## src/hw/rtl/imstcm_pkg.sv

```systemverilog
// Types and constants of the spanning-tree cost minimizer
`default_nettype none
package imstcm_pkg;

	localparam int NODE_W   = 9;
	localparam int COST_W   = 30;
	localparam int BEST_W   = 61;
	localparam int KEPT_W   = 8;
	localparam int PADDR_W  = 4;
	localparam int PDATA_W  = 32;

	localparam logic [1:0] REG_NODE_COUNT   = 2'd0;
	localparam logic [1:0] REG_GOLD_PRICE   = 2'd1;
	localparam logic [1:0] REG_SILVER_PRICE = 2'd2;

	typedef struct packed {
		logic [NODE_W-1:0] node_a;
		logic [NODE_W-1:0] node_b;
		logic [COST_W-1:0] silver;
	} kept_entry_t;

	typedef enum logic [3:0] {
		ST_IDLE,
		ST_INIT,
		ST_RD,
		ST_LD,
		ST_WA,
		ST_WB,
		ST_NEXT,
		ST_COST,
		ST_FIN
	} state_t;

endpackage
`default_nettype wire

```

## src/hw/rtl/imstcm_cost.sv

```systemverilog
// Candidate cost pipeline: gold*gold_price + silver*silver_price over three stages
`default_nettype none
module imstcm_cost
	import imstcm_pkg::*;
(
	input  wire logic              clk,
	input  wire logic              arst_n,
	input  wire logic              start,
	input  wire logic [COST_W-1:0] gold,
	input  wire logic [COST_W-1:0] silver_max,
	input  wire logic [COST_W-1:0] gold_price,
	input  wire logic [COST_W-1:0] silver_price,
	output logic                   cand_valid,
	output logic [BEST_W-1:0]      cand
);

	logic                  vld_s1, vld_s2, vld_s3;
	logic [2*COST_W-1:0]   pg_s1, pg_s2, ps_s2;
	logic [COST_W-1:0]     smax_s1;
	logic [BEST_W-1:0]     cand_s3;

	always_ff @(posedge clk or negedge arst_n) begin
		if (!arst_n) begin
			vld_s1 <= 1'b0;
			vld_s2 <= 1'b0;
			vld_s3 <= 1'b0;
		end else begin
			vld_s1 <= start;
			vld_s2 <= vld_s1;
			vld_s3 <= vld_s2;
		end
	end

	always_ff @(posedge clk) begin
		pg_s1   <= (2*COST_W)'(gold) * (2*COST_W)'(gold_price);
		smax_s1 <= silver_max;
		pg_s2   <= pg_s1;
		ps_s2   <= (2*COST_W)'(smax_s1) * (2*COST_W)'(silver_price);
		cand_s3 <= BEST_W'(pg_s2) + BEST_W'(ps_s2);
	end

	assign cand_valid = vld_s3;
	assign cand       = cand_s3;

endmodule
`default_nettype wire

```

## config.mk

```make
export PLATFORM = sky130hd
export DESIGN_NAME = imstcm_cost
export DESIGN_NICKNAME = d
export VERILOG_FILES = /design/src/hw/rtl/imstcm_pkg.sv /design/src/hw/rtl/imstcm_cost.sv
export SDC_FILE = /design/constraint.sdc
export NUM_CORES = 2
export LEC_CHECK = 0
export ABC_AREA = 1
export ABC_CLOCK_PERIOD_IN_PS = 5900
export BUFFER_PORTS_ARGS = -buffer_cell sky130_fd_sc_hd__buf_2
export CORE_ASPECT_RATIO = 1.25
export CORE_MARGIN = 2
export CORE_UTILIZATION = 55
export CTS_CLUSTER_DIAMETER = 40
export DETAILED_ROUTE_END_ITERATION = 8
export PLACE_DENSITY = 0.74
export SYNTH_ARGS = -nofsm -noshare
export SYNTH_HDL_FRONTEND = slang
export SYNTH_SLANG_ARGS = --single-unit
```

## constraint.sdc

```tcl
create_clock -name clk -period 5.9 [get_ports clk]
set_input_delay 0.295 -clock clk [delete_from_list [all_inputs] [get_ports clk]]
set_output_delay 0.295 -clock clk [all_outputs]
set_load 0.01 [all_outputs]
```

==> results.md <==
* Die ar. at 139,000 um2
* Routed WL at 225,000 um
* Mux share of post-synthesis cell area at 0%
* Synth cell types at 31
* Die span in x at 334 um
* Syn_area_per_cell at 7.28 um2
* # H-tree levels at 2
* Share of layout cells above drive strength 1 at 14.4%
* Crit start category: register
* Largest net degree at the start of global routing at 31
* Cell area after synthesis at 75,000 um2
* Vias per Instance at 5.01
* Gpl congestion at 0.984
* DRT iter0 DRCs at 3,823
* First-pass GRT wire length at 355,000 um
* Initial Util at 55.3%
* Clk sink count at 274
* WP data required at 6.39 ns
* F_max at 0.157 GHz
* Num CTS Buffers at 51
* FF+latch count, synth at 274
* Input/output buffers at 184
* Post-synthesis xor/xnor area fraction at 1.20%
* Antenna violations before repair at 12
* Cell Rows at 151
* IO Count at 185
* Setup tns final at -17.06 ns
* Core Region at 135,000 um2
* Most frequent cells in the layout: inv_1 (3,344), nand2_1 (3,077), fa_1 (1,513), buf_4 (680), ha_1 (516)
* Compound-Gate Fraction of Synth Area at 1.63%
* CP Launch Point: smax_s1[11]
* Final worst-path cycle share at 108%
* Post-layout min period at 6.37 ns
* Clk_lat worst skew at 0.66 ns
* Worst-case clock buffer depth at 3
* Final slew viol count at 0
* Final hold vios at 0
* Unrepaired setup endpoints after global routing: yes
* GRT Overall Usage at 32.6%
* Final instance area at 88,300 um2
* Via Count at 64.2k
* Reg2reg start: smax_s1[11]
* Cells after synthesis at 10.3k
* Synth Warn # at 0
* Crit path kind: register to register
* Nets at 13.2k
* Simple-gate share of the synthesized area at 20.0%
* Syn Nets at 12.5k
* DR pass1 iterations at 6
* Routed len/inst at 17.6 um
* Hold Crit Class: primary input to register
* Worst-path clk slew at 0.06 ns
* Setup crit end kind: register
* CTS Root Cell: clkbuf_16
* # DRC at 0
* Outcome: finished with violations
* Post-detail-place hpwl at 195,000 um
* WP data arrival at 6.86 ns
* ANT nets after route at 0
* Sequential fraction of the synthesis area at 7.34%
* Worst slew pin tran at 0.682 ns
* Critical hold path startpoint: silver_price[0]
* Final Skew at 0.0594 ns
* Slew margin rel. at 54.6%
* Largest family of logic cells by synthesized area: adder cells
* GR Overflow Total at 0
* Number of global-route vias before repair at 69.3k
* Max Cap Violations at 0
* Final setup violating endpoints at 56
* Synth Area in Adders at 51.0%
* Failing checks: setup timing
* Crit path max fanout at 8
* Placed inst area at 83,300 um2
* Final WS setup at -0.466 ns
* Vert. Die Dim at 417 um
* Syn-to-layout area delta at 17.8%
* Most common cell after layout, fill and taps aside: inv_1
* CTS tree: built
-- cell type report --
class	instances	area (um2)
antenna	7	17.5
clock buffer	63	1380
clock inverter	33	495
fill	11500	47200
inverter	3411	12800
multi-input combinational	6254	57300
sequential	274	5560
tap	1759	2200
timing repair buffer	1012	8540
-- synth_stat cells (all sizes together) --
master	instances	share of area (%)
a21o	4	0.040
o21ai	23	0.16
nand3	184	1.3
clkbuf	360	1.8
nor2	303	1.6
xor2	94	1.1
o21bai	49	0.50
nand4	55	0.46
xnor2	9	0.11
and2	4	0.033
dfxtp	271	7.2
or2	5	0.042
ha	556	9.3
and3	1	0.0083
fa	1561	42
nand3b	2	0.020
dfrtp	3	0.10
nor3	32	0.26
inv	3411	17
a21oi	139	0.93
nand2	3233	16
-- worst paths after layout --
check / to / slack, ns / cells past startpoint
setup / recovery: ps_s2[31] / -0.47 / 27
hold / removal: ps_s2[0] / 0.28 / 4
setup reg to reg: ps_s2[31] / -0.47 / 27
hold reg to reg: pg_s2[23] / 0.32 / 0
max in group asynchronous: vld_s1 / 5.21 / 3
min in group asynchronous: vld_s2 / 0.53 / 3
-- routing by layer --
| layer | vias to the layer above | global-route usage, % | wire length, um |
|---|---|---|---|
| met5 | - | 0 | 77 |
| met4 | 12 | 18.4 | 16000 |
| met1 | 31400 | 35.6 | 78600 |
| met3 | 805 | 2.94 | 11200 |
| li1 | 29800 | - | - |
| met2 | 2157 | 61.6 | 120000 |
-- critical path: stages, from the launching register on --
cell,delay [ns]
dfxtp_4,0.41
buf_12,0.17
buf_6,0.12
nand2_2,0.04
inv_2,0.07
fa_1,0.45
fa_1,0.51
inv_2,0.04
fa_2,0.53
fa_1,0.43
fa_1,0.51
inv_2,0.04
fa_1,0.50
fa_1,0.56
inv_2,0.05
fa_1,0.49
inv_2,0.05
ha_4,0.26
nand2_4,0.10
inv_1,0.05
nand2_1,0.08
nand2_2,0.10
a21oi_4,0.20
buf_6,0.13
o21bai_4,0.07
inv_1,0.06
nand2_1,0.06
xor2_1,0.15
-- metrics by stage --
| step | hold slack (ns) | util, % | worst slack [ns] | cells |
|---|---|---|---|---|
| 5_1_grt | 0.277 | 65.2 | -0.644 | 12800 |
| 3_5_place_dp | 0.0943 | 61.5 | -0.853 | 12600 |
| 4_1_cts | 0.237 | 64.1 | -0.470 | 12800 |
| 6_report | 0.279 | 65.2 | -0.466 | 12800 |
| 3_3_place_gp | 0.0895 | 61.5 | -0.791 | 12600 |
| 2_1_floorplan | -0.000591 | - | -0.0193 | 10300 |
-- cell families (layout without fill, tap and decap cells) --
| logic type | count (synthesis) | in the layout |
|---|---|---|
| XOR/XNOR | 103 | 103 |
| flip-flops | 274 | 274 |
| buffers and inverters | 3771 | 4519 |
| adder cells (fa/ha/maj) | 2117 | 2117 |
| AO/OA/AOI/OAI | 215 | 215 |
| AND/OR/NAND/NOR | 3819 | 3819 |
| other | 0 | 7 |
-- state kept, by name, summed over array words and instances, names as in the netlist --
signal,cells
ps_s2,60
smax_s1,30
vld_s2,1
cand_valid,1
pg_s1,60
cand,61
vld_s1,1
pg_s2,60
-- timing repair --
action | 4_1_cts | 5_1_grt
endpoints found under the setup margin | 78 | 96
gates resized for setup | 273 | 334
hold buffers | 33 | 0
pin swaps | 89 | 168
buffers inserted | 26 | 25
cloned | 3 | 8
hold endpoints to repair | 34 | 0
Power is left out: the tool's default activity adds up to more than one toggle a clock period on the data nets, which glitch-free logic cannot reach.
